==> config.mk <==
export PLATFORM = sky130hd
export DESIGN_NAME = gop_back
export DESIGN_NICKNAME = d
export VERILOG_FILES = /design/src/rtl/core/gop_pkg.sv /design/src/rtl/core/gop_back.sv
export SDC_FILE = /design/constraint.sdc
export NUM_CORES = 1
export LEC_CHECK = 0
export ABC_AREA = 0
export BUFFER_PORTS_ARGS = -buffer_cell sky130_fd_sc_hd__buf_2
export CAP_MARGIN = 20
export CORE_AREA = 3 3 57 59
export DETAILED_ROUTE_END_ITERATION = 7
export DIE_AREA = 0 0 60 62
export GPL_ROUTABILITY_DRIVEN = 1
export PLACE_DENSITY = 0.81
export SETUP_SLACK_MARGIN = 0.5
export SKIP_CTS_REPAIR_TIMING = 1
export SLEW_MARGIN = 25
export SYNTH_ARGS = -nofsm -noshare
export SYNTH_HDL_FRONTEND = slang
export SYNTH_SLANG_ARGS = --single-unit
==> constraint.sdc <==
create_clock -name clock -period 6.52 [get_ports clock]
set_clock_uncertainty 0.2 [all_clocks]
set_input_delay 1.304 -clock clock [delete_from_list [all_inputs] [get_ports clock]]
set_output_delay 1.304 -clock clock [all_outputs]
set_load 0.1 [all_outputs]
==> src/rtl/core/gop_pkg.sv <==
// Shared types, constants and font table for the glyph to OLED page byte renderer.
`default_nettype none

package gop_pkg;

   localparam int          COL_W       = 7;
   localparam int          PAGE_W      = 3;
   localparam int          CODE_W      = 7;
   localparam int          BYTE_W      = 8;
   localparam int          FONT_COLS   = 6;
   localparam int          ROW_W       = FONT_COLS * BYTE_W;
   localparam int          QUEUE_DEPTH = 2;
   localparam int          PTR_W       = $clog2(QUEUE_DEPTH);
   localparam int          QCNT_W      = $clog2(QUEUE_DEPTH + 1);

   localparam logic [COL_W-1:0]  WRAP_COLUMN_RESET = 7'd122;
   localparam logic [CODE_W-1:0] FIRST_CODE        = 7'd32;
   localparam logic [BYTE_W-1:0] PAGE_CMD          = 8'hB0;
   localparam logic [BYTE_W-1:0] COL_HI_CMD        = 8'h10;
   localparam logic [3:0]        NIBBLE_MASK       = 4'hF;

   localparam int STEP_PAGE   = 0;
   localparam int STEP_COL_HI = 1;
   localparam int STEP_COL_LO = 2;
   localparam int STEP_DATA   = 3;

   typedef struct packed {
      logic [COL_W-1:0]  column;
      logic [PAGE_W-1:0] page;
      logic [CODE_W-1:0] char_code;
      logic              inverse;
   } req_type;

   typedef struct packed {
      logic [BYTE_W-1:0] out_byte;
      logic              is_data;
      logic              last;
   } rsp_type;

   typedef struct packed {
      logic [PAGE_W-1:0] page;
      logic [COL_W-1:0]  column;
      logic [ROW_W-1:0]  glyph;
      logic              inverse;
   } desc_type;

   typedef struct packed {
      logic full;
      logic empty;
   } queue_stat_type;

   // Column 0 of a glyph sits in the top byte of its row.
   function automatic logic [BYTE_W-1:0] font_column(input logic [ROW_W-1:0] row,
                                                     input logic [2:0] sel);
      logic [BYTE_W-1:0] b;
      unique case (sel)
         3'd0:    b = row[47:40];
         3'd1:    b = row[39:32];
         3'd2:    b = row[31:24];
         3'd3:    b = row[23:16];
         3'd4:    b = row[15:8];
         3'd5:    b = row[7:0];
         default: b = '0;
      endcase
      return b;
   endfunction

   function automatic logic [ROW_W-1:0] font_row(input logic [CODE_W-1:0] idx);
      logic [ROW_W-1:0] r;
      unique case (idx)
         7'd0:    r = 48'h00_00_00_00_00_00;
         7'd1:    r = 48'h00_00_00_2f_00_00;
         7'd2:    r = 48'h00_00_07_00_07_00;
         7'd3:    r = 48'h00_14_7f_14_7f_14;
         7'd4:    r = 48'h00_24_2a_7f_2a_12;
         7'd5:    r = 48'h00_62_64_08_13_23;
         7'd6:    r = 48'h00_36_49_55_22_50;
         7'd7:    r = 48'h00_00_05_03_00_00;
         7'd8:    r = 48'h00_00_1c_22_41_00;
         7'd9:    r = 48'h00_00_41_22_1c_00;
         7'd10:   r = 48'h00_14_08_3E_08_14;
         7'd11:   r = 48'h00_08_08_3E_08_08;
         7'd12:   r = 48'h00_00_00_A0_60_00;
         7'd13:   r = 48'h00_08_08_08_08_08;
         7'd14:   r = 48'h00_00_60_60_00_00;
         7'd15:   r = 48'h00_20_10_08_04_02;
         7'd16:   r = 48'h00_3E_51_49_45_3E;
         7'd17:   r = 48'h00_00_42_7F_40_00;
         7'd18:   r = 48'h00_42_61_51_49_46;
         7'd19:   r = 48'h00_21_41_45_4B_31;
         7'd20:   r = 48'h00_18_14_12_7F_10;
         7'd21:   r = 48'h00_27_45_45_45_39;
         7'd22:   r = 48'h00_3C_4A_49_49_30;
         7'd23:   r = 48'h00_01_71_09_05_03;
         7'd24:   r = 48'h00_36_49_49_49_36;
         7'd25:   r = 48'h00_06_49_49_29_1E;
         7'd26:   r = 48'h00_00_36_36_00_00;
         7'd27:   r = 48'h00_00_56_36_00_00;
         7'd28:   r = 48'h00_08_14_22_41_00;
         7'd29:   r = 48'h00_14_14_14_14_14;
         7'd30:   r = 48'h00_00_41_22_14_08;
         7'd31:   r = 48'h00_02_01_51_09_06;
         7'd32:   r = 48'h00_32_49_59_51_3E;
         7'd33:   r = 48'h00_7C_12_11_12_7C;
         7'd34:   r = 48'h00_7F_49_49_49_36;
         7'd35:   r = 48'h00_3E_41_41_41_22;
         7'd36:   r = 48'h00_7F_41_41_22_1C;
         7'd37:   r = 48'h00_7F_49_49_49_41;
         7'd38:   r = 48'h00_7F_09_09_09_01;
         7'd39:   r = 48'h00_3E_41_49_49_7A;
         7'd40:   r = 48'h00_7F_08_08_08_7F;
         7'd41:   r = 48'h00_00_41_7F_41_00;
         7'd42:   r = 48'h00_20_40_41_3F_01;
         7'd43:   r = 48'h00_7F_08_14_22_41;
         7'd44:   r = 48'h00_7F_40_40_40_40;
         7'd45:   r = 48'h00_7F_02_0C_02_7F;
         7'd46:   r = 48'h00_7F_04_08_10_7F;
         7'd47:   r = 48'h00_3E_41_41_41_3E;
         7'd48:   r = 48'h00_7F_09_09_09_06;
         7'd49:   r = 48'h00_3E_41_51_21_5E;
         7'd50:   r = 48'h00_7F_09_19_29_46;
         7'd51:   r = 48'h00_46_49_49_49_31;
         7'd52:   r = 48'h00_01_01_7F_01_01;
         7'd53:   r = 48'h00_3F_40_40_40_3F;
         7'd54:   r = 48'h00_1F_20_40_20_1F;
         7'd55:   r = 48'h00_3F_40_38_40_3F;
         7'd56:   r = 48'h00_63_14_08_14_63;
         7'd57:   r = 48'h00_07_08_70_08_07;
         7'd58:   r = 48'h00_61_51_49_45_43;
         7'd59:   r = 48'h00_00_7F_41_41_00;
         7'd60:   r = 48'h00_02_04_08_10_20;
         7'd61:   r = 48'h00_00_41_41_7F_00;
         7'd62:   r = 48'h00_04_02_01_02_04;
         7'd63:   r = 48'h00_40_40_40_40_40;
         7'd64:   r = 48'h00_00_01_02_04_00;
         7'd65:   r = 48'h00_20_54_54_54_78;
         7'd66:   r = 48'h00_7F_48_44_44_38;
         7'd67:   r = 48'h00_38_44_44_44_20;
         7'd68:   r = 48'h00_38_44_44_48_7F;
         7'd69:   r = 48'h00_38_54_54_54_18;
         7'd70:   r = 48'h00_08_7E_09_01_02;
         7'd71:   r = 48'h00_18_A4_A4_A4_7C;
         7'd72:   r = 48'h00_7F_08_04_04_78;
         7'd73:   r = 48'h00_00_44_7D_40_00;
         7'd74:   r = 48'h00_40_80_84_7D_00;
         7'd75:   r = 48'h00_7F_10_28_44_00;
         7'd76:   r = 48'h00_00_41_7F_40_00;
         7'd77:   r = 48'h00_7C_04_18_04_78;
         7'd78:   r = 48'h00_7C_08_04_04_78;
         7'd79:   r = 48'h00_38_44_44_44_38;
         7'd80:   r = 48'h00_FC_24_24_24_18;
         7'd81:   r = 48'h00_18_24_24_18_FC;
         7'd82:   r = 48'h00_7C_08_04_04_08;
         7'd83:   r = 48'h00_48_54_54_54_20;
         7'd84:   r = 48'h00_04_3F_44_40_20;
         7'd85:   r = 48'h00_3C_40_40_20_7C;
         7'd86:   r = 48'h00_1C_20_40_20_1C;
         7'd87:   r = 48'h00_3C_40_30_40_3C;
         7'd88:   r = 48'h00_44_28_10_28_44;
         7'd89:   r = 48'h00_1C_A0_A0_A0_7C;
         7'd90:   r = 48'h00_44_64_54_4C_44;
         7'd91:   r = 48'h08_08_49_2A_14_08;
         default: r = '0;
      endcase
      return r;
   endfunction

endpackage

`default_nettype wire

==> src/rtl/core/gop_back.sv <==
// Back end: steps through the command and glyph bytes into the output register.
`default_nettype none

module gop_back #(
   parameter int GLYPH_WIDTH = 6
) (
   input  wire                      clock,
   input  wire                      reset,
   input  gop_pkg::desc_type        head,
   input  gop_pkg::queue_stat_type  q_stat,
   output logic                     pop,
   output logic                     rsp_valid,
   input  wire                      rsp_stall,
   output gop_pkg::rsp_type         rsp
);
   import gop_pkg::*;

   localparam int            CW        = $clog2(GLYPH_WIDTH + 3);
   localparam logic [CW-1:0] LAST_STEP = CW'(GLYPH_WIDTH + 2);

   logic [CW-1:0]     step_ff;
   logic [CW-1:0]     step_in;
   logic              rsp_valid_ff;
   logic              rsp_valid_in;
   rsp_type           rsp_ff;
   rsp_type           rsp_in;
   logic              advance;
   logic              is_last;
   logic [CW:0]       data_col;
   logic              col_in_font;
   logic [BYTE_W-1:0] data_byte;

   assign advance     = !q_stat.empty && (!rsp_valid_ff || !rsp_stall);
   assign is_last     = step_ff == LAST_STEP;
   assign pop         = advance && is_last;
   assign data_col    = {1'b0, step_ff} - (CW + 1)'(STEP_DATA);
   assign col_in_font = (step_ff >= CW'(STEP_DATA)) && (data_col < (CW + 1)'(FONT_COLS));
   assign data_byte   = (col_in_font ? font_column(head.glyph, data_col[2:0]) : '0)
                        ^ {BYTE_W{head.inverse}};

   always_comb begin
      rsp_in       = rsp_ff;
      rsp_valid_in = rsp_valid_ff && rsp_stall;
      step_in      = step_ff;
      if (advance) begin
         rsp_valid_in = 1'b1;
         step_in      = is_last ? '0 : step_ff + CW'(1);
         rsp_in.last  = is_last;
         priority if (step_ff == CW'(STEP_PAGE)) begin
            rsp_in.out_byte = PAGE_CMD | BYTE_W'(head.page);
            rsp_in.is_data  = 1'b0;
         end else if (step_ff == CW'(STEP_COL_HI)) begin
            rsp_in.out_byte = COL_HI_CMD | BYTE_W'(head.column[COL_W-1:4]);
            rsp_in.is_data  = 1'b0;
         end else if (step_ff == CW'(STEP_COL_LO)) begin
            rsp_in.out_byte = BYTE_W'(head.column[3:0] & NIBBLE_MASK);
            rsp_in.is_data  = 1'b0;
         end else begin
            rsp_in.out_byte = data_byte;
            rsp_in.is_data  = 1'b1;
         end
      end
   end

   always_ff @(posedge clock) begin
      if (reset) begin
         rsp_valid_ff <= 1'b0;
         step_ff      <= '0;
      end else begin
         rsp_valid_ff <= rsp_valid_in;
         step_ff      <= step_in;
      end
      rsp_ff <= rsp_in;
   end

   assign rsp_valid = rsp_valid_ff;
   assign rsp       = rsp_ff;

endmodule

`default_nettype wire

# After elaboration in Yosys (flattened, before gate mapping)
# Index checks and enable logic that the tools add are counted.
[classes] magnitude_cmp=2 eq_ne=8 mux=7 n_bitwise=1 n_reduce_logical=12 n_addsub=2
[op_table] cell="$pmux 8 s6" n=1
[op_table] cell="$mux 9" n=2
[op_table] cell="$mux 4" n=2
[op_table] cell="$mux 8" n=1
[op_table] cell="$xor 8x8->8" n=1
[op_table] cell="$eq 3x2->1 const B" n=2
[op_table] cell="$eq 3x3->1 const B" n=2
[op_table] cell="$lt 5x3->1 const B" n=1
[op_table] cell="$sub 4x2->5 const B" n=1
[op_table] cell="$add 4x1->4 const B" n=1
[op_table] cell="$eq 4x1->1 const B" n=1
[op_table] cell="$eq 4x2->1 const B" n=1
[op_table] cell="$eq 4x4->1 const B" n=1
[op_table] cell="$ge 4x2->1 const B" n=1
[op_table] cell="$logic_and 1x1->1" n=4
[op_table] cell="$logic_not 4->1" n=1
[op_table] cell="$eq 3x1->1 const B" n=1
[op_table] cell="$logic_not 1->1" n=3
[op_table] cell="$logic_not 3->1" n=1
[op_table] cell="$reduce_or 3->1" n=1
[op_table] cell="$reduce_or 2->1" n=1
[op_table] cell="$logic_or 1x1->1" n=1
[op_table] cell="$mux 1" n=1
[totals] in_bits=64 out_inout_bits=12 register_bits=15 wordCells=40

# Depth between registers and ports, before layout
# Gate-level depths: netlist of run 1.
[depth] ltp_word=8 mapped_depth=9 depth_no_buf=8

# Least setup slack after synthesis of run 1
# Ideal clock, no wire load.
[synth_timing] kind="in2out" start="input rsp_stall" end="output pop" required_time_ns=5.016 stages=4 slack_ns=2.446 arrival_ns=2.570 path_buffers=0 cell_sequence="nand2_1 -> nand2b_1 -> inv_1 -> and2_1"
[synth_via] elab_chain_cells=4
[synth_lines] item="start, declared" line="gop_back.sv:13" text="input wire rsp_stall,"
[synth_lines] item="$logic_not 1->1" line="gop_back.sv:33" text="assign advance = !q_stat.empty && (!rsp_valid_ff || !rsp_stall);"
[synth_lines] item="$logic_or 1x1->1" line="gop_back.sv:33"
[synth_lines] item="$logic_and 1x1->1" line="gop_back.sv:33"
[synth_lines] item="via advance" line="gop_back.sv:27" text="logic advance;"
[synth_lines] item="$logic_and 1x1->1" line="gop_back.sv:35" text="assign pop = advance && is_last;"
[synth_lines] item="end, declared" line="gop_back.sv:11" text="output logic pop,"
# The timed path passes the listed nets, and every way through them passes these cells.

# Worst setup path in the final report of run 1
[layout_timing] start="input q_stat[0] (netlist name)" end="output pop"
[layout_via] elab_chain_cells=3
[layout_lines] item="start, declared" line="gop_back.sv:10" text="input gop_pkg::queue_stat_type q_stat,"
[layout_lines] item="$logic_not 1->1" line="gop_back.sv:33"
[layout_lines] item="$logic_and 1x1->1" line="gop_back.sv:33"
[layout_lines] item="via advance" line="gop_back.sv:27"
[layout_lines] item="$logic_and 1x1->1" line="gop_back.sv:35"
# The timed path passes the listed nets, and every way through them passes these cells.

==> run_results.csv, run 1 <==
group,metric,value,unit
drt,ant_nets,0,
power,power.density,170,nW/um^2
setup_path,start_kind,"input pin",
yosys,seq_area_frac_synth,31.9,%
setup_path,slowest_delay,0.42,ns
power,p_total,0.000280,W
grt,grt_max_degree,16,
yosys,avgSynthCellArea,9.51,um^2
timing,slew_violations,0,
setup_path,cp_data_arrival_time,2.55,ns
placed_design,hpwl,2.70,mm
power,p_int,0.000169,W
setup_path,path_buf_inv,3,
drt,drt_iter0_markers,46,
clock_network,clockRootBuffer,"clkbuf_4",
placed_design,gp_congestion,0.788,
drt,via_per_inst,5.73,
yosys,syn-num-nets,202,
setup_path,critical_path.top_delay_family,"buffers and inverters",
grt,antenna_found_initial,0,
die,die_w,60,um
grt,grt_pass1_vias,1157,
yosys,synth.distinct_cells,38,
setup_path,r2r_slack,3.79,ns
power,peakVddDrop,0.000128,V
timing,finalSetupViolations,0,
power,pwr-share-clk,18.2,%
timing,max_freq,0.247,GHz
yosys,synth_area,1250,um^2
timing,fin_setup_tns,0,ns
setup_path,slowest_stage,"buf_2",
power,p_leak,0.708,nW
power,p_sw_share,39.6,%
die,ios,76,
power,p_comb_share,41.6,%
timing,min_period,4.05,ns
die,dieArea,3720,um^2
placed_design,portBuffers,74,
cells_and_area,final_cells,233,
timing,rsz0062_at_grt,"no",
setup_path,crit_path_frequent_cell,"buf_2",
drt,wire_per_inst,14.2,um
timing,slew_headroom,52.9,%
cells_and_area,area_growth,31.4,%
yosys,yosys_warnings,0,
flow_run,cap_violations,0,
timing,hold_viol_final,0,
die,coreArea,2760,um^2
die,start_util,45.5,%
power,pwr-share-seq,40.2,%
status,outcome,"complete, no violations",
setup_path,cp.required,5.02,ns
drt,routed-via-count,1335,
grt,grt_usage,17.7,%
cells_and_area,nNetsFinal,273,
yosys,ys_ff_latch,15,
die,num_rows,19,
drt,routed_wl,3.32,mm
yosys,syn_inst,132,
setup_path,crit_fanout,15,
clock_network,cts_tree,"yes",
power,power_switching,0.000111,W
placed_design,dp.cells,229,
timing,finalCritPeriodShare,62.1,%
setup_path,cp-end-kind,"output port",
grt,grt_pass1_wl,5.00,mm
cells_and_area,n_antenna_cell,0,
grt,overflow,0,
clock_network,cts_buffers,3,
die,die_h,62,um
setup_path,path_cells,"buf_2 > nand2b_1 > inv_1 > and2_1 > buf_2",
clock_network,cts_buffer_depth,2,
clock_network,cts.htree.levels,1,
setup_path,setup.worst_path.class,"in -> out",
setup_path,r2r-start,"step_ff[0]$_SDFFE_PP0P_",
worst_hold_path,hold_class,"reg -> reg",
setup_path,crit_path_start,"q_stat[0]",
clock_network,clk-insertion-delay-late,0.28,ns
timing,tightest_slew,0.707,ns
clock_network,clk_pin_slew,0.09,ns
cells_and_area,drive_above_1_share,44.1,%
drt,drc_errors,0,
clock_network,cts_sinks,15,
worst_hold_path,hp-start,"rsp_valid$_SDFF_PP0_",
drt,drt_pre_antenna_iters,5,
## power groups by stage
stage	Clock [W]	Sequential (W)	Combinational, W
floorplan	0	0.000155	0.0000439
global placement	0	0.000114	0.000115
detailed placement	0	0.000115	0.000116
CTS	0.0000520	0.000113	0.000116
global route	0.0000568	0.000113	0.000125
finish	0.0000510	0.000112	0.000116
## synthesized netlist by cell type, drive strengths merged
master  number  area (um^2)
mux2i        1         10.0
dfxtp        5          100
a21oi        7         35.0
nor2b        1         6.26
edfxtp      10          300
xnor2        9         86.3
o21ai        5         25.0
nand4        1         6.26
nand2       10         37.5
a221oi      14          135
ha           6         75.1
nand2b       1         6.26
a211oi       7         62.6
nor2        10         40.0
inv          6         22.5
clkbuf       5         18.8
a22oi        9         67.6
mux2         2         22.5
nand3        2         10.0
a222oi       1         10.0
nor4b        1         15.0
and3         1         6.26
o31a         1         8.76
xor2         1         27.5
a311oi       2         23.8
and2         2         12.5
o211ai       3         22.5
a31oi        4         25.0
o22ai        2         12.5
buf          3         23.8
## state kept, by name (all words and copies together), names as in the netlist
| signal | flops |
|---|---|
| step_ff | 4 |
| rsp_valid | 1 |
| rsp | 10 |
## per-layer routing
layer	part of all wire (%)	track usage (%)
met5	0	0
met4	2.1	6.33
met3	7.3	2.27
met2	49	30.1
met1	42	23.2
## layout by cell type, fill, tap and decap left out, drive strengths merged, types with 6 or more instances in the layout
master,n
a211oi,7
inv,6
buf,74
edfxtp,10
nor2,10
a22oi,9
nand2,10
ha,6
a221oi,14
a21oi,7
xnor2,9
## kinds of logic (layout without fill, tap and decap cells)
group	Yosys count	after routing	synth area share (%)
AO/OA/AOI/OAI	55	55	34.1
XOR/XNOR	10	10	9.07
adder cells (fa/ha/maj)	6	6	5.98
buffers and inverters	14	84	5.18
flip-flops	15	15	31.9
multiplexers	3	3	2.59
AND/OR/NAND/NOR	29	29	11.2
## cell type report
class,instances,area (um^2)
Timing Repair Buffer,74,370
Clock inverter,1,5.00
Tap cell,31,38.8
Sequential cell,15,400
Inverter,6,22.5
Multi-Input combinational cell,103,790
Clock buffer,3,22.5
Fill cell,254,1110
## worst reg2reg max path, cell delays in order (launching register included)
cell,delay (ns)
dfxtp_1,0.41
inv_1,0.13
ha_1,0.35
nor2b_1,0.17
nor4b_2,0.07
a311oi_2,0.66
a211oi_2,0.10
xnor2_1,0.19
a221oi_2,0.29
## worst paths after layout
check                         end  depth (start not counted)
max                           pop                          5
min          rsp_valid$_SDFF_PP0_                          2
min reg2reg  rsp_valid$_SDFF_PP0_                          2
max reg2reg      rsp[4]$_DFFE_PP_                          8
## per-stage QoR
step,setup slack (ns),hold WS (ns),cell area (um^2),util (%)
global placement,2.47,0.273,1620,58.8
detailed placement,2.45,0.278,1620,58.8
finish,2.47,0.290,1650,59.8
global route,2.34,0.323,1650,59.8
floorplan,2.45,0.372,1250,-
CTS,2.45,0.291,1650,59.8
Note: power is estimated with default switching activity, not from simulation.
==> run 2, diff against run 1 <==
--- a/config.mk
+++ b/config.mk
@@ -8,11 +8,11 @@
 export ABC_AREA = 0
 export BUFFER_PORTS_ARGS = -buffer_cell sky130_fd_sc_hd__buf_2
 export CAP_MARGIN = 20
-export CORE_AREA = 3 3 57 59
+export CORE_AREA = 3 3 59 61
 export DETAILED_ROUTE_END_ITERATION = 7
-export DIE_AREA = 0 0 60 62
+export DIE_AREA = 0 0 62 64
 export GPL_ROUTABILITY_DRIVEN = 1
-export PLACE_DENSITY = 0.81
+export PLACE_DENSITY = 0.76
 export SETUP_SLACK_MARGIN = 0.5
 export SKIP_CTS_REPAIR_TIMING = 1
 export SLEW_MARGIN = 25
==> constraint.sdc (replaced) <==
create_clock -name clock -period 4.2 [get_ports clock]
set_clock_uncertainty 0.2 [all_clocks]
set_input_delay 0.84 -clock clock [delete_from_list [all_inputs] [get_ports clock]]
set_output_delay 0.84 -clock clock [all_outputs]
set_load 0.1 [all_outputs]
==> run 2 against run 1 <==
  * Cell area rose by 0.99%
  * Sequential cell count unchanged
  * Routed wire length up 7.4%
  * Global-route usage up 0.32 points
  * Cell count increased by 5.6%
  * Highest routed layer unchanged
==> run_results.csv, run 2 (synthesis results as in run 1) <==
group,metric,value,unit
drt,routed_wl,3.56,mm
clock_network,clockRootBuffer,"clkbuf_4",
timing,slew_headroom,53.9,%
timing,finalSetupViolations,0,
drt,ant_nets,0,
cells_and_area,final_util,55.0,%
placed_design,portBuffers,74,
clock_network,cts_tree,"yes",
die,ios,76,
cells_and_area,final_common_cell,"buf_2",
cells_and_area,n_antenna_cell,0,
setup_path,slowest_stage,"buf_2",
clock_network,cts_buffers,3,
grt,grt_max_degree,16,
die,dieArea,3970,um^2
grt,antenna_found_initial,0,
die,coreArea,3030,um^2
die,num_rows,20,
timing,finalCritPeriodShare,75.1,%
timing,fin_setup_tns,0,ns
clock_network,cts_sinks,15,
grt,grt_pass1_vias,1284,
clock_network,clk_pin_slew,0.09,ns
placed_design,hpwl,2.80,mm
clock_network,cts.htree.levels,1,
setup_path,slowest_delay,0.42,ns
setup_path,setup.worst_path.class,"in -> out",
timing,max_freq,0.317,GHz
die,start_util,41.4,%
cells_and_area,final_cell_mix,"buf_2, a221oi_1, nand2_1, edfxtp_1",
worst_hold_path,hold_class,"reg -> reg",
status,outcome,"complete, no violations",
grt,grt_usage,18.0,%
grt,grt_pass1_wl,5.59,mm
power,p_comb_share,41.5,%
cells_and_area,largest_register_ffs,10,
cells_and_area,fillCellCount,306,
clock_network,clk-insertion-delay-late,0.29,ns
die,die_h,64,um
power,p_leak,0.708,nW
cells_and_area,drive_above_1_share,44.1,%
clock_network,cts_buffer_depth,2,
grt,overflow,0,
drt,drc_errors,0,
cells_and_area,nNetsFinal,273,
setup_path,start_kind,"input pin",
power,power_switching,0.000175,W
timing,min_period,3.15,ns
flow_run,cap_violations,0,
setup_path,cp-end-kind,"output port",
drt,drt_pre_antenna_iters,5,
setup_path,crit_path_frequent_cell,"buf_2",
power,peakVddDrop,0.0000946,V
timing,tightest_slew,0.692,ns
timing,slew_violations,0,
drt,wire_per_inst,14.5,um
setup_path,crit_fanout,15,
power,p_sw_share,40.0,%
power,power.density,263,nW/um^2
drt,drt_iter0_markers,56,
drt,routed-via-count,1359,
cells_and_area,area_growth,32.7,%
placed_design,gp_congestion,0.798,
timing,hold_viol_final,0,
power,pwr-share-clk,18.5,%
drt,via_per_inst,5.52,
die,die_w,62,um
power,p_int,0.000263,W
setup_path,path_cells,"buf_2 > nand2b_1 > inv_1 > and2_1 > buf_2",
setup_path,cp_data_arrival_time,2.11,ns
power,pwr-share-seq,40.0,%
setup_path,cp.required,3.16,ns
timing,rsz0062_at_grt,"no",
-- run 2: final cells by class --
class / instances / area [um^2] / area share [%]
Multi-Input combinational cell: 103 / 790 / 47.4
Clock inverter: 1 / 5.00 / 0.301
Clock buffer: 3 / 22.5 / 1.35
Tap cell: 44 / 55.1 / 3.31
Timing Repair Buffer: 74 / 370 / 22.2
Sequential cell: 15 / 400 / 24.0
Inverter: 6 / 22.5 / 1.35
-- run 2: worst max-delay path: cells and delay by family --
| family | cells | cell delay (ns) |
|---|---|---|
| AND/OR/NAND/NOR | 2 | 0.36 |
| buffers and inverters | 3 | 0.91 |
-- run 2: final timing paths --
kind              depth (start not counted)                   end               startpoint  slack (ns)
hold / removal                            2  rsp_valid$_SDFF_PP0_     rsp_valid$_SDFF_PP0_        0.29
hold reg to reg                           2  rsp_valid$_SDFF_PP0_     rsp_valid$_SDFF_PP0_        0.29
setup reg to reg                          8      rsp[4]$_DFFE_PP_  step_ff[0]$_SDFFE_PP0P_        1.47
setup / recovery                          5                   pop                q_stat[0]        1.05
-- run 2: metal layers --
| metal | global-route usage, % | part of all wire, % | vias to the layer above | routed length, um |
|---|---|---|---|---|
| met5 | 0 | 0 | - | 0 |
| met4 | 6.37 | 1.3 | 0 | 47 |
| met3 | 2.02 | 8.1 | 4 | 288 |
| met2 | 29.4 | 47 | 64 | 1680 |
| met1 | 23.9 | 43 | 631 | 1540 |
| li1 | - | - | 660 | - |
-- run 2: stage by stage --
step / std cells / instance area (um^2) / hold slack (ns) / worst slack [ns] / power [W]
global placement: 242 / 1640 / 0.274 / 1.05 / 0.000358
finish: 246 / 1670 / 0.288 / 1.05 / 0.000438
detailed placement: 242 / 1640 / 0.279 / 1.03 / 0.000360
CTS: 246 / 1670 / 0.293 / 1.03 / 0.000440
floorplan: 132 / 1250 / 0.372 / 1.05 / 0.000309
global route: 246 / 1670 / 0.347 / 0.915 / 0.000462
-- run 2: power groups by stage --
| stage | sequential (W) | combinational, W | clock [W] |
|---|---|---|---|
| global placement | 0.000178 | 0.000180 | 0 |
| CTS | 0.000175 | 0.000182 | 0.0000827 |
| finish | 0.000175 | 0.000182 | 0.0000809 |
| detailed placement | 0.000179 | 0.000181 | 0 |
| global route | 0.000177 | 0.000195 | 0.0000894 |
| floorplan | 0.000241 | 0.0000682 | 0 |
