$ cat config.mk
export PLATFORM = sky130hd
export DESIGN_NAME = gop_queue
export DESIGN_NICKNAME = d
export VERILOG_FILES = /design/src/rtl/core/gop_pkg.sv /design/src/rtl/core/gop_queue.sv
export SDC_FILE = /design/constraint.sdc
export NUM_CORES = 1
export LEC_CHECK = 0
export BUFFER_PORTS_ARGS = -buffer_cell sky130_fd_sc_hd__buf_2
export CELL_PAD_IN_SITES_DETAIL_PLACEMENT = 0
export CELL_PAD_IN_SITES_GLOBAL_PLACEMENT = 1
export CORE_MARGIN = 1
export CORE_UTILIZATION = 41
export CTS_BUF_LIST = sky130_fd_sc_hd__clkbuf_16
export CTS_CLUSTER_SIZE = 40
export DETAILED_ROUTE_END_ITERATION = 6
export HOLD_SLACK_MARGIN = 0.06
export MAX_ROUTING_LAYER = met4
export PLACE_DENSITY_LB_ADDON = 0.1
export SLEW_MARGIN = 10
export SYNTH_ARGS = -nofsm -noshare
export SYNTH_HDL_FRONTEND = slang
export SYNTH_SLANG_ARGS = --single-unit
$ cat constraint.sdc
create_clock -name clock -period 2.9 [get_ports clock]
set_input_delay 0.58 -clock clock [delete_from_list [all_inputs] [get_ports clock]]
set_output_delay 0.58 -clock clock [all_outputs]
set_load 0.01 [all_outputs]
$ cat src/rtl/core/gop_pkg.sv
// Shared types, constants and font table for the glyph to OLED page byte renderer.
`default_nettype none

package gop_pkg;

   localparam int          COL_W       = 7;
   localparam int          PAGE_W      = 3;
   localparam int          CODE_W      = 7;
   localparam int          BYTE_W      = 8;
   localparam int          FONT_COLS   = 6;
   localparam int          ROW_W       = FONT_COLS * BYTE_W;
   localparam int          QUEUE_DEPTH = 2;
   localparam int          PTR_W       = $clog2(QUEUE_DEPTH);
   localparam int          QCNT_W      = $clog2(QUEUE_DEPTH + 1);

   localparam logic [COL_W-1:0]  WRAP_COLUMN_RESET = 7'd122;
   localparam logic [CODE_W-1:0] FIRST_CODE        = 7'd32;
   localparam logic [BYTE_W-1:0] PAGE_CMD          = 8'hB0;
   localparam logic [BYTE_W-1:0] COL_HI_CMD        = 8'h10;
   localparam logic [3:0]        NIBBLE_MASK       = 4'hF;

   localparam int STEP_PAGE   = 0;
   localparam int STEP_COL_HI = 1;
   localparam int STEP_COL_LO = 2;
   localparam int STEP_DATA   = 3;

   typedef struct packed {
      logic [COL_W-1:0]  column;
      logic [PAGE_W-1:0] page;
      logic [CODE_W-1:0] char_code;
      logic              inverse;
   } req_type;

   typedef struct packed {
      logic [BYTE_W-1:0] out_byte;
      logic              is_data;
      logic              last;
   } rsp_type;

   typedef struct packed {
      logic [PAGE_W-1:0] page;
      logic [COL_W-1:0]  column;
      logic [ROW_W-1:0]  glyph;
      logic              inverse;
   } desc_type;

   typedef struct packed {
      logic full;
      logic empty;
   } queue_stat_type;

   // Column 0 of a glyph sits in the top byte of its row.
   function automatic logic [BYTE_W-1:0] font_column(input logic [ROW_W-1:0] row,
                                                     input logic [2:0] sel);
      logic [BYTE_W-1:0] b;
      unique case (sel)
         3'd0:    b = row[47:40];
         3'd1:    b = row[39:32];
         3'd2:    b = row[31:24];
         3'd3:    b = row[23:16];
         3'd4:    b = row[15:8];
         3'd5:    b = row[7:0];
         default: b = '0;
      endcase
      return b;
   endfunction

   function automatic logic [ROW_W-1:0] font_row(input logic [CODE_W-1:0] idx);
      logic [ROW_W-1:0] r;
      unique case (idx)
         7'd0:    r = 48'h00_00_00_00_00_00;
         7'd1:    r = 48'h00_00_00_2f_00_00;
         7'd2:    r = 48'h00_00_07_00_07_00;
         7'd3:    r = 48'h00_14_7f_14_7f_14;
         7'd4:    r = 48'h00_24_2a_7f_2a_12;
         7'd5:    r = 48'h00_62_64_08_13_23;
         7'd6:    r = 48'h00_36_49_55_22_50;
         7'd7:    r = 48'h00_00_05_03_00_00;
         7'd8:    r = 48'h00_00_1c_22_41_00;
         7'd9:    r = 48'h00_00_41_22_1c_00;
         7'd10:   r = 48'h00_14_08_3E_08_14;
         7'd11:   r = 48'h00_08_08_3E_08_08;
         7'd12:   r = 48'h00_00_00_A0_60_00;
         7'd13:   r = 48'h00_08_08_08_08_08;
         7'd14:   r = 48'h00_00_60_60_00_00;
         7'd15:   r = 48'h00_20_10_08_04_02;
         7'd16:   r = 48'h00_3E_51_49_45_3E;
         7'd17:   r = 48'h00_00_42_7F_40_00;
         7'd18:   r = 48'h00_42_61_51_49_46;
         7'd19:   r = 48'h00_21_41_45_4B_31;
         7'd20:   r = 48'h00_18_14_12_7F_10;
         7'd21:   r = 48'h00_27_45_45_45_39;
         7'd22:   r = 48'h00_3C_4A_49_49_30;
         7'd23:   r = 48'h00_01_71_09_05_03;
         7'd24:   r = 48'h00_36_49_49_49_36;
         7'd25:   r = 48'h00_06_49_49_29_1E;
         7'd26:   r = 48'h00_00_36_36_00_00;
         7'd27:   r = 48'h00_00_56_36_00_00;
         7'd28:   r = 48'h00_08_14_22_41_00;
         7'd29:   r = 48'h00_14_14_14_14_14;
         7'd30:   r = 48'h00_00_41_22_14_08;
         7'd31:   r = 48'h00_02_01_51_09_06;
         7'd32:   r = 48'h00_32_49_59_51_3E;
         7'd33:   r = 48'h00_7C_12_11_12_7C;
         7'd34:   r = 48'h00_7F_49_49_49_36;
         7'd35:   r = 48'h00_3E_41_41_41_22;
         7'd36:   r = 48'h00_7F_41_41_22_1C;
         7'd37:   r = 48'h00_7F_49_49_49_41;
         7'd38:   r = 48'h00_7F_09_09_09_01;
         7'd39:   r = 48'h00_3E_41_49_49_7A;
         7'd40:   r = 48'h00_7F_08_08_08_7F;
         7'd41:   r = 48'h00_00_41_7F_41_00;
         7'd42:   r = 48'h00_20_40_41_3F_01;
         7'd43:   r = 48'h00_7F_08_14_22_41;
         7'd44:   r = 48'h00_7F_40_40_40_40;
         7'd45:   r = 48'h00_7F_02_0C_02_7F;
         7'd46:   r = 48'h00_7F_04_08_10_7F;
         7'd47:   r = 48'h00_3E_41_41_41_3E;
         7'd48:   r = 48'h00_7F_09_09_09_06;
         7'd49:   r = 48'h00_3E_41_51_21_5E;
         7'd50:   r = 48'h00_7F_09_19_29_46;
         7'd51:   r = 48'h00_46_49_49_49_31;
         7'd52:   r = 48'h00_01_01_7F_01_01;
         7'd53:   r = 48'h00_3F_40_40_40_3F;
         7'd54:   r = 48'h00_1F_20_40_20_1F;
         7'd55:   r = 48'h00_3F_40_38_40_3F;
         7'd56:   r = 48'h00_63_14_08_14_63;
         7'd57:   r = 48'h00_07_08_70_08_07;
         7'd58:   r = 48'h00_61_51_49_45_43;
         7'd59:   r = 48'h00_00_7F_41_41_00;
         7'd60:   r = 48'h00_02_04_08_10_20;
         7'd61:   r = 48'h00_00_41_41_7F_00;
         7'd62:   r = 48'h00_04_02_01_02_04;
         7'd63:   r = 48'h00_40_40_40_40_40;
         7'd64:   r = 48'h00_00_01_02_04_00;
         7'd65:   r = 48'h00_20_54_54_54_78;
         7'd66:   r = 48'h00_7F_48_44_44_38;
         7'd67:   r = 48'h00_38_44_44_44_20;
         7'd68:   r = 48'h00_38_44_44_48_7F;
         7'd69:   r = 48'h00_38_54_54_54_18;
         7'd70:   r = 48'h00_08_7E_09_01_02;
         7'd71:   r = 48'h00_18_A4_A4_A4_7C;
         7'd72:   r = 48'h00_7F_08_04_04_78;
         7'd73:   r = 48'h00_00_44_7D_40_00;
         7'd74:   r = 48'h00_40_80_84_7D_00;
         7'd75:   r = 48'h00_7F_10_28_44_00;
         7'd76:   r = 48'h00_00_41_7F_40_00;
         7'd77:   r = 48'h00_7C_04_18_04_78;
         7'd78:   r = 48'h00_7C_08_04_04_78;
         7'd79:   r = 48'h00_38_44_44_44_38;
         7'd80:   r = 48'h00_FC_24_24_24_18;
         7'd81:   r = 48'h00_18_24_24_18_FC;
         7'd82:   r = 48'h00_7C_08_04_04_08;
         7'd83:   r = 48'h00_48_54_54_54_20;
         7'd84:   r = 48'h00_04_3F_44_40_20;
         7'd85:   r = 48'h00_3C_40_40_20_7C;
         7'd86:   r = 48'h00_1C_20_40_20_1C;
         7'd87:   r = 48'h00_3C_40_30_40_3C;
         7'd88:   r = 48'h00_44_28_10_28_44;
         7'd89:   r = 48'h00_1C_A0_A0_A0_7C;
         7'd90:   r = 48'h00_44_64_54_4C_44;
         7'd91:   r = 48'h08_08_49_2A_14_08;
         default: r = '0;
      endcase
      return r;
   endfunction

endpackage

`default_nettype wire

$ cat src/rtl/core/gop_queue.sv
// Short descriptor queue between the front end and the byte sequencer.
`default_nettype none

module gop_queue (
   input  wire                      clock,
   input  wire                      reset,
   input  wire                      push,
   input  gop_pkg::desc_type        push_desc,
   input  wire                      pop,
   output gop_pkg::desc_type        head,
   output gop_pkg::queue_stat_type  q_stat
);
   import gop_pkg::*;

   desc_type          mem_ff [QUEUE_DEPTH];
   logic [PTR_W-1:0]  wr_ptr_ff;
   logic [PTR_W-1:0]  wr_ptr_in;
   logic [PTR_W-1:0]  rd_ptr_ff;
   logic [PTR_W-1:0]  rd_ptr_in;
   logic [QCNT_W-1:0] count_ff;
   logic [QCNT_W-1:0] count_in;
   logic              do_push;
   logic              do_pop;

   assign q_stat.full  = count_ff == QCNT_W'(QUEUE_DEPTH);
   assign q_stat.empty = count_ff == '0;
   assign do_push      = push && !q_stat.full;
   assign do_pop       = pop && !q_stat.empty;
   assign head         = mem_ff[rd_ptr_ff];

   always_comb begin
      wr_ptr_in = wr_ptr_ff;
      rd_ptr_in = rd_ptr_ff;
      count_in  = count_ff;
      if (do_push) begin
         wr_ptr_in = (wr_ptr_ff == PTR_W'(QUEUE_DEPTH - 1)) ? '0 : wr_ptr_ff + PTR_W'(1);
      end
      if (do_pop) begin
         rd_ptr_in = (rd_ptr_ff == PTR_W'(QUEUE_DEPTH - 1)) ? '0 : rd_ptr_ff + PTR_W'(1);
      end
      if (do_push && !do_pop) begin
         count_in = count_ff + QCNT_W'(1);
      end else if (do_pop && !do_push) begin
         count_in = count_ff - QCNT_W'(1);
      end
   end

   always_ff @(posedge clock) begin
      if (do_push) begin
         mem_ff[wr_ptr_ff] <= push_desc;
      end
   end

   always_ff @(posedge clock) begin
      if (reset) begin
         wr_ptr_ff <= '0;
         rd_ptr_ff <= '0;
         count_ff  <= '0;
      end else begin
         wr_ptr_ff <= wr_ptr_in;
         rd_ptr_ff <= rd_ptr_in;
         count_ff  <= count_in;
      end
   end

endmodule

`default_nettype wire

Word level (Yosys, flattened, before mapping)
Memories as Yosys holds them, arrays and structs flattened. A register that Yosys moved wholly into a read port is not among the register bits.
Index checks and enable logic that the tools add are counted.
Widths: inputs -> output; s select.
{ "totals": {"ff_bits": 4, "ramBits": 118, "inputBits": 63, "wordCells": 27, "mem_count": 1} }
{ "classes": {"n_addsub": 4, "eq_ne": 1, "muxes": 8, "reduce_logical": 10} }
{ "mem_list": {"columns": ["memory", "depth", "width", "rd", "rd_ports_with_merged_regs", "wr", "line", "text"], "rows": [
  ["mem_ff", 2, 59, 1, 1, 1, "gop_queue.sv:15", "desc_type mem_ff [QUEUE_DEPTH];"]
]} }
{ "ops": {"columns": ["cell", "count"], "rows": [
  ["$mux 1", 6],
  ["$logic_and 1x1->1", 4],
  ["$logic_not 1->1", 4],
  ["$mux 2", 2],
  ["$add 1x1->1 const B", 2],
  ["$add 2x1->2 const B", 1],
  ["$eq 2x2->1 const B", 1],
  ["$logic_not 2->1", 1],
  ["$reduce_bool 2->1", 1],
  ["$sub 2x1->2 const B", 1]
]} }

Longest topological paths before layout
Gate-level depths: netlist of the first run.
{ "depth": {"depth_word": 7, "ltp_mapped": 6, "mapped_depth_nobuf": 6} }

Least setup slack after synthesis of the first run
OpenSTA, ideal clock, no wires.
{ "synth_timing": {"path_kind": "input to register", "startpoint": "in push", "endpoint": "mem mem_ff[1][0] (netlist bit) (enable)", "setup_ns": 0.423, "arrival_time_ns": 2.164, "setup_slack_ns": 0.313, "path_stages": 3, "path_cell_list": "inv_1 nor2_1 and2_1"} }
{ "synth_between": {"elab_chain_cells": 3} }
{ "synth_rtl": {"columns": ["element", "line", "text"], "rows": [
  ["start, declared", "gop_queue.sv:7", "input wire push,"],
  ["$logic_and 1x1->1", "gop_queue.sv:27", "assign do_push = push && !q_stat.full;"],
  ["via do_push", "gop_queue.sv:22", "logic do_push;"],
  ["$mux 1", "gop_queue.sv:49", "if (do_push) begin"],
  ["$mux 1 (implied by the code)", "gop_queue.sv:50", "mem_ff[wr_ptr_ff] <= push_desc;"],
  ["end, declared", "gop_queue.sv:15", null]
]} }
The timed path passes the listed nets, and every way through them passes these cells.

==> results.txt, run 1 <==
status -> finished, final reports clean
top cell type by total area after synthesis -> edfxtp_1
worst min path class -> in -> reg
total number of vias -> 2334
reg2reg end -> mem_ff[0][37]
syn_area_per_cell -> 21.43 µm²
Die Width -> 106.5 µm
Worst Skew -> 6.476 ps
VDD IR max -> 0.0003745 V
largest net degree at the start of global routing -> 34
post-place setup slack -> 962.6 ps
Root Driver -> clkbuf_16
Worst-path clk slew -> 50 ps
Fillers -> 880
Max-Slew Margin vs Limit -> 69.21%
top cell types by occurrence after synthesis -> edfxtp_1, mux2_2, dfxtp_1, nor2_1, buf_2
maxcap violations -> 0
Avg WL per Cell -> 15.72 µm
Reg2Reg Setup Slack -> 1210 ps
Critical Path End Type -> output port
die area -> 0.01135 mm²
Synth top area share -> 79.11%
Post-CTS Setup Bufs -> 0
Post-CTS Resized -> 0
Worst EP required -> 2320 ps
clk_lat worst skew -> 400 ps
TritonCTS Buffers -> 17
fin crit share -> 77.68%
Initial DRC Count -> 61
top_reg_cell synth -> edfxtp_1
Hold Vio Cnt, Final -> 0
grt ovf -> 0
final WL -> 7.827 mm
share of cells above drive strength 1 -> 60.77%
leakage power -> 2.214 nW
EDFF count, synth -> 118
Sum Neg Setup Slack -> 0 ps
hpwl dp -> 5.044 mm
max incr delay on CP -> 410 ps
Synth Area in XOR/XNOR -> 0.5866%
htree depth -> 4
Final ANT Viol Nets -> 0
clock power share -> 36.8%
CTS tree -> built
clk sinks -> 123
Synth area leaders -> edfxtp_1, mux2_2, dfxtp_1
Max Fclk -> 443.9 MHz
logic gate share of total power -> 21.6%
number of remaining DRC errors -> 0
row cnt -> 37
core area -> 0.01046 mm²
cell with the most instances after synthesis -> edfxtp_1
cts hold-fix bufs -> 0
syn nets -> 273
Post-Synth Adder-Cell Area -> 0.2793%
Int Power -> 0.004123 W
FF-to-FF Start -> count_ff[1]
critical path class -> reg -> out
DR vias/cell -> 4.687
Antenna Cells -> 0
CP Cell Sequence -> buf_4 > mux2_2 > buf_2
Seq/Total Area, Yosys -> 81.34%
Sw Ratio -> 25.35%
slew of the pin with the lowest slew margin -> 461.8 ps
Tmin final -> 2253 ps
antenna violations before repair -> 0
starting density of the core -> 42.81%
CP bufs+invs -> 2
fin worst setup slack -> 647.3 ps
nets -> 414
post-synthesis simple-gate area fraction -> 1.034%
drt pass-1 iters -> 3
family with the most delay on the worst path -> buffers and inverters
GP Congestion -> 0.7054
Slew Viols, Final -> 0
Post-synth ARST share -> 0%
RSZ-0062 raised after global routing -> no
compound-cell area share of the yosys netlist -> 0.5587%
hold path depth -> 1
DIE HEIGHT -> 106.5 µm
Bufs on Longest Clock Path -> 2
synth-to-layout area growth -> 30.34%
Worst Setup EP -> head[36]
largest family of logic cells by synthesized area -> multiplexers
IO Port Bufs -> 123
Max FO, Critical Path -> 33
Seq pwr share -> 41.6%
Critical-path top delay cell -> mux2_2
worst-case reg-to-reg path depth -> 4
first-pass GRT wire length -> 11.99 mm
net switching power -> 0.001400 W
IO Count -> 124
dpl cells -> 467
Worst EP arrival -> 1670 ps
Setup crit start kind -> flop
Cells after Synth -> 209
vias in the first global route -> 2453
stages on the worst setup path -> 3
GRT Util Overall -> 14.87%
pwr/cell area -> 946.1 mW/mm²
Yosys cell types -> 14
Yosys reg bits -> 123
Warnings, synthesis -> 0
non-filler cells, final -> 498
Netlist Area Pre-Place -> 0.004479 mm²
mux contribution to synthesized area -> 14.83%
Setup violations, final -> 0
final cells by class:
type	instances	area (µm²)	share of cell area, %
multi-input combinational	77	775.7	13.29
clock buffer	17	425.4	7.287
tap	136	170.2	2.915
inverter	2	7.507	0.1286
clock inverter	14	153.9	2.636
timing repair buffer	129	660.6	11.32
sequential	123	3645	62.43
kinds of logic (layout without fill, tap and decap cells):
logic type      after synthesis  count (layout)
compound gates                5               5
xor+xnor                      3               3
fa+ha+maj                     1               1
buf+inv                       9             162
flops                       123             123
mux                          59              59
simple gates                  9               9
metrics by stage:
step | total power, W | instance area [µm²] | hold WS, ps | util (%)
3_5_place_dp | 0.003551 | 5259 | 486.6 | 50.26
4_1_cts | 0.005605 | 5838 | 349.1 | 55.80
2_1_floorplan | 0.003113 | 4479 | 451.6 | -
3_3_place_gp | 0.003543 | 5259 | 481.6 | 50.26
5_1_grt | 0.005785 | 5838 | 350.0 | 55.80
6_report | 0.005523 | 5838 | 367.7 | 55.80
flip-flops by register name, summed over array words and instances (netlist names), named ones only:
name,flops
mem_ff,118
rd_ptr_ff,1
count_ff,2
wr_ptr_ff,1
layout by cell type (no fill, tap or decap), drive strengths merged, types with 3 or more instances in the layout:
cell and instances:
mux2 59, xor2 3, inv 3, clkbuf 17, bufinv 3, nor2 5
dfxtp 5, buf 129, clkinv 8, o21ai 3, edfxtp 118
power groups by stage:
stage                     Combinational, W  Clock, W  Sequential (W)
after floorplan                   0.000788         0         0.00233
after global placement             0.00122         0         0.00232
after detailed placement           0.00122         0         0.00233
after CTS                          0.00123   0.00208         0.00230
after global routing               0.00131   0.00216         0.00232
final                              0.00119   0.00203         0.00230
worst min-delay path by stage:
| stage | from | endpoint | slack (ps) |
|---|---|---|---|
| after global routing | push_desc[13] | mem_ff[0][13] | 350 |
| after CTS | push_desc[13] | mem_ff[1][13] | 350 |
| after detailed placement | wr_ptr_ff | wr_ptr_ff | 490 |
| final | push_desc[13] | mem_ff[0][13] | 370 |
| after global placement | wr_ptr_ff | wr_ptr_ff | 480 |
| after floorplan | wr_ptr_ff | wr_ptr_ff | 450 |
routing by layer:
| metal | GRT usage, % | share of wire (%) | vias up |
|---|---|---|---|
| li1 | - | - | 1108 |
| met1 | 17.81 | 44 | 1136 |
| met2 | 23.19 | 49 | 80 |
| met3 | 4.782 | 5.6 | 10 |
| met4 | 6.458 | 1.3 | 0 |
| met5 | - | 0 | - |
Power figures use the tool's default switching activity.
==> inputs of run 2 (changes only) <==
--- a/config.mk
+++ b/config.mk
@@ -5,11 +5,12 @@
 export SDC_FILE = /design/constraint.sdc
 export NUM_CORES = 1
 export LEC_CHECK = 0
+export ABC_AREA = 1
 export BUFFER_PORTS_ARGS = -buffer_cell sky130_fd_sc_hd__buf_2
 export CELL_PAD_IN_SITES_DETAIL_PLACEMENT = 0
 export CELL_PAD_IN_SITES_GLOBAL_PLACEMENT = 1
 export CORE_MARGIN = 1
-export CORE_UTILIZATION = 41
+export CORE_UTILIZATION = 39
 export CTS_BUF_LIST = sky130_fd_sc_hd__clkbuf_16
 export CTS_CLUSTER_SIZE = 40
 export DETAILED_ROUTE_END_ITERATION = 6
==> constraint.sdc (replaced) <==
create_clock -name clock -period 2 [get_ports clock]
set_input_delay 0.4 -clock clock [delete_from_list [all_inputs] [get_ports clock]]
set_output_delay 0.4 -clock clock [all_outputs]
set_load 0.01 [all_outputs]
==> results.txt, run 2 <==
maxcap violations -> 0 (unchanged)
Critical-path top delay cell -> dfxtp_2 (was mux2_2)
Initial DRC Count -> 76 (was 61)
Worst EP required -> 1600 ps (was 2320 ps)
Bufs on Longest Clock Path -> 2 (unchanged)
share of cells above drive strength 1 -> 57.91% (was 60.77%)
EDFF count, synth -> 118 (unchanged)
syn nets -> 285 (was 273)
net switching power -> 0.001994 W (was 0.001400 W)
Synth top area share -> 77.95% (was 79.11%)
top cell type by total area after synthesis -> edfxtp_1 (unchanged)
fin worst setup slack -> 82.43 ps (was 647.3 ps)
Worst EP arrival -> 1520 ps (was 1670 ps)
TritonCTS Buffers -> 17 (unchanged)
Critical Path End Type -> output port (unchanged)
top flop regs -> mem_ff (118), count_ff (2) (unchanged)
largest net degree at the start of global routing -> 32 (was 34)
DR vias/cell -> 4.609 (was 4.687)
antenna violations before repair -> 1 (was 0)
max incr delay on CP -> 370 ps (was 410 ps)
FF/Latch Area -> 0.003645 mm² (unchanged)
Sum Neg Setup Slack -> 0 ps (unchanged)
post-place setup slack -> 266.4 ps (was 962.6 ps)
Root Driver -> clkbuf_16 (unchanged)
hpwl dp -> 4.921 mm (was 5.044 mm)
number of remaining DRC errors -> 0 (unchanged)
CTS tree -> built (unchanged)
IO Port Bufs -> 123 (unchanged)
Seq/Total Area, Yosys -> 80.15% (was 81.34%)
Die Width -> 110.0 µm (was 106.5 µm)
Fillers -> 972 (was 880)
Post-CTS Resized -> 0 (unchanged)
area of the multi-input gates -> 825.8 µm² (was 775.7 µm²)
fin crit share -> 95.88%
drt pass-1 iters -> 4 (was 3)
pwr/cell area -> 1317 mW/mm² (was 946.1 mW/mm²)
starting density of the core -> 39.98% (was 42.81%)
most common cell after layout, fill and taps aside -> buf_2 (unchanged)
Post-synth ARST share -> 0% (unchanged)
clock power share -> 35.5% (was 36.8%)
Tmin final -> 1918 ps
clk sinks -> 123 (unchanged)
Yosys reg bits -> 123 (unchanged)
Synth area leaders -> edfxtp_1, mux2_2, mux2_4 (was edfxtp_1, mux2_2, dfxtp_1)
slew of the pin with the lowest slew margin -> 501.3 ps (was 461.8 ps)
htree depth -> 4 (unchanged)
row cnt -> 39 (was 37)
nets -> 426 (was 414)
total number of vias -> 2383 (was 2334)
top cell types by occurrence after synthesis -> edfxtp_1, mux2_2, mux2_4 (was edfxtp_1, mux2_2, dfxtp_1, nor2_1, buf_2)
DIE HEIGHT -> 110.0 µm (was 106.5 µm)
syn_area_per_cell -> 20.57 µm² (was 21.43 µm²)
core area -> 0.01137 mm² (was 0.01046 mm²)
Worst-path clk slew -> 50 ps (about the same)
area post-placement -> 0.005419 mm² (was 0.005259 mm²)
die area -> 0.01209 mm² (was 0.01135 mm²)
first-pass GRT wire length -> 11.78 mm (was 11.99 mm)
Max FO, Critical Path -> 31 (was 33)
VDD IR max -> 0.0006727 V (was 0.0003745 V)
logic gate share of total power -> 21.8% (was 21.6%)
Largest Register -> mem_ff (unchanged)
IO Count -> 124 (unchanged)
Hold Vio Cnt, Final -> 0 (unchanged)
critical path class -> reg -> out (unchanged)
vias in the first global route -> 2376 (was 2453)
GRT Util Overall -> 14.47% (was 14.87%)
grt ovf -> 0 (unchanged)
cts hold-fix bufs -> 0 (unchanged)
GP Congestion -> 0.6629 (was 0.7054)
family with the most delay on the worst path -> flip-flops (was buffers and inverters)
Seq pwr share -> 42.7% (was 41.6%)
fin area -> 0.005961 mm² (was 0.005838 mm²)
clk_lat worst skew -> 410 ps (was 400 ps)
Max Fclk -> 521.5 MHz
Avg WL per Cell -> 15.29 µm (was 15.72 µm)
RSZ-0062 raised after global routing -> no (unchanged)
Netlist Area Pre-Place -> 0.004546 mm² (was 0.004479 mm²)
synth-to-layout area growth -> 31.13% (was 30.34%)
cell with the most instances after synthesis -> edfxtp_1 (unchanged)
CP Cell Sequence -> buf_12 > mux2_2 > buf_2 (was buf_4 > mux2_2 > buf_2)
Cells after Synth -> 221 (was 209)
top_reg_cell synth -> edfxtp_1 (unchanged)
max reg flops -> 118 (unchanged)
Int Power -> 0.005855 W (was 0.004123 W)
Power, Total -> 0.007849 W (was 0.005523 W)
Yosys cell types -> 17 (was 14)
Post-CTS Setup Bufs -> 0 (unchanged)
Setup crit start kind -> flop (unchanged)
Worst Skew -> 3.684 ps (was 6.476 ps)
final WL -> 7.907 mm (was 7.827 mm)
leakage power -> 2.289 nW (was 2.214 nW)
Sw Ratio -> 25.40% (was 25.35%)
Max-Slew Margin vs Limit -> 66.35% (was 69.21%)
Slew Viols, Final -> 0 (unchanged)
Warnings, synthesis -> 0 (unchanged)
Setup violations, final -> 0 (unchanged)
status -> finished, final reports clean (unchanged)
highest-count cells in the layout ignoring fill and taps -> buf_2, edfxtp_1, mux2_2 (unchanged)
CP bufs+invs -> 2 (unchanged)
Final ANT Viol Nets -> 0 (unchanged)
worst min path class -> in -> reg (unchanged)
## run 2: cell types whose count changed in the layout (fill, tap and decap cells not counted), moves of 2 or more
cell | previous run | this run
nand2_1 | 0 | 4
mux2_2 | 59 | 49
buf_12 | 0 | 6
nor2_1 | 5 | 7
mux2_4 | 0 | 10
or3_1 | 2 | 0
inv_1 | 1 | 12
nor2_4 | 0 | 2
buf_4 | 6 | 0
xor2_1 | 3 | 0
## run 2: cells by family after synthesis
group	after synthesis	share of synthesized area, %
compound gates	6	0.6604
fa+ha+maj	1	0.2752
buf+inv	16	2.009
flops	123	80.15
mux	59	15.44
simple gates	16	1.459
## run 2: worst paths after layout
check / start / endpoint / slack (ps) / depth (start not counted)
hold reg to reg: wr_ptr_ff / wr_ptr_ff / 540 / 2
setup / recovery: flop / head[9] / 80 / 3
hold / removal: push_desc[3] / mem_ff[0][3] / 180 / 1
setup reg to reg: count_ff[1] / count_ff[1] / 260 / 9
## run 2: worst reg2reg max path: stages (launching register included)
cell	delay, ps
dfxtp_1	370
inv_1	90
o21ai_1	420
inv_1	120
ha_1	350
inv_1	80
nand3_1	80
nand2_1	60
inv_1	40
nor2_1	80
## run 2: cell type report
class | instances | share of cell area (%)
timing repair buffer | 129 | 12.34
tap | 143 | 3.002
clock buffer | 17 | 7.137
inverter | 9 | 0.5668
antenna | 1 | 0.04198
multi-input combinational | 82 | 13.85
clock inverter | 13 | 1.910
sequential | 123 | 61.15
## run 2: layer usage
layer	part of all wire, %	global-route usage [%]
met4	1.8	7.143
met1	42	15.76
met5	0	-
met2	48	21.70
met3	8.3	7.469
## run 2: power by group through the flow
stage | Clock, W | Combinational, W | Sequential [W]
6_report | 0.00278 | 0.00171 | 0.00335
5_1_grt | 0.00296 | 0.00189 | 0.00339
4_1_cts | 0.00285 | 0.00176 | 0.00336
3_5_place_dp | 0 | 0.00175 | 0.00341
3_3_place_gp | 0 | 0.00174 | 0.00339
2_1_floorplan | 0 | 0.00108 | 0.00339
## run 2: metrics by stage
step	hold WS (ps)	std cells	util, %
after floorplan	491.7	221	-
after global placement	533.7	486	47.66
after detailed placement	537.7	486	47.66
after CTS	160.1	516	52.40
after global routing	153.7	517	52.43
final	177.1	517	52.43
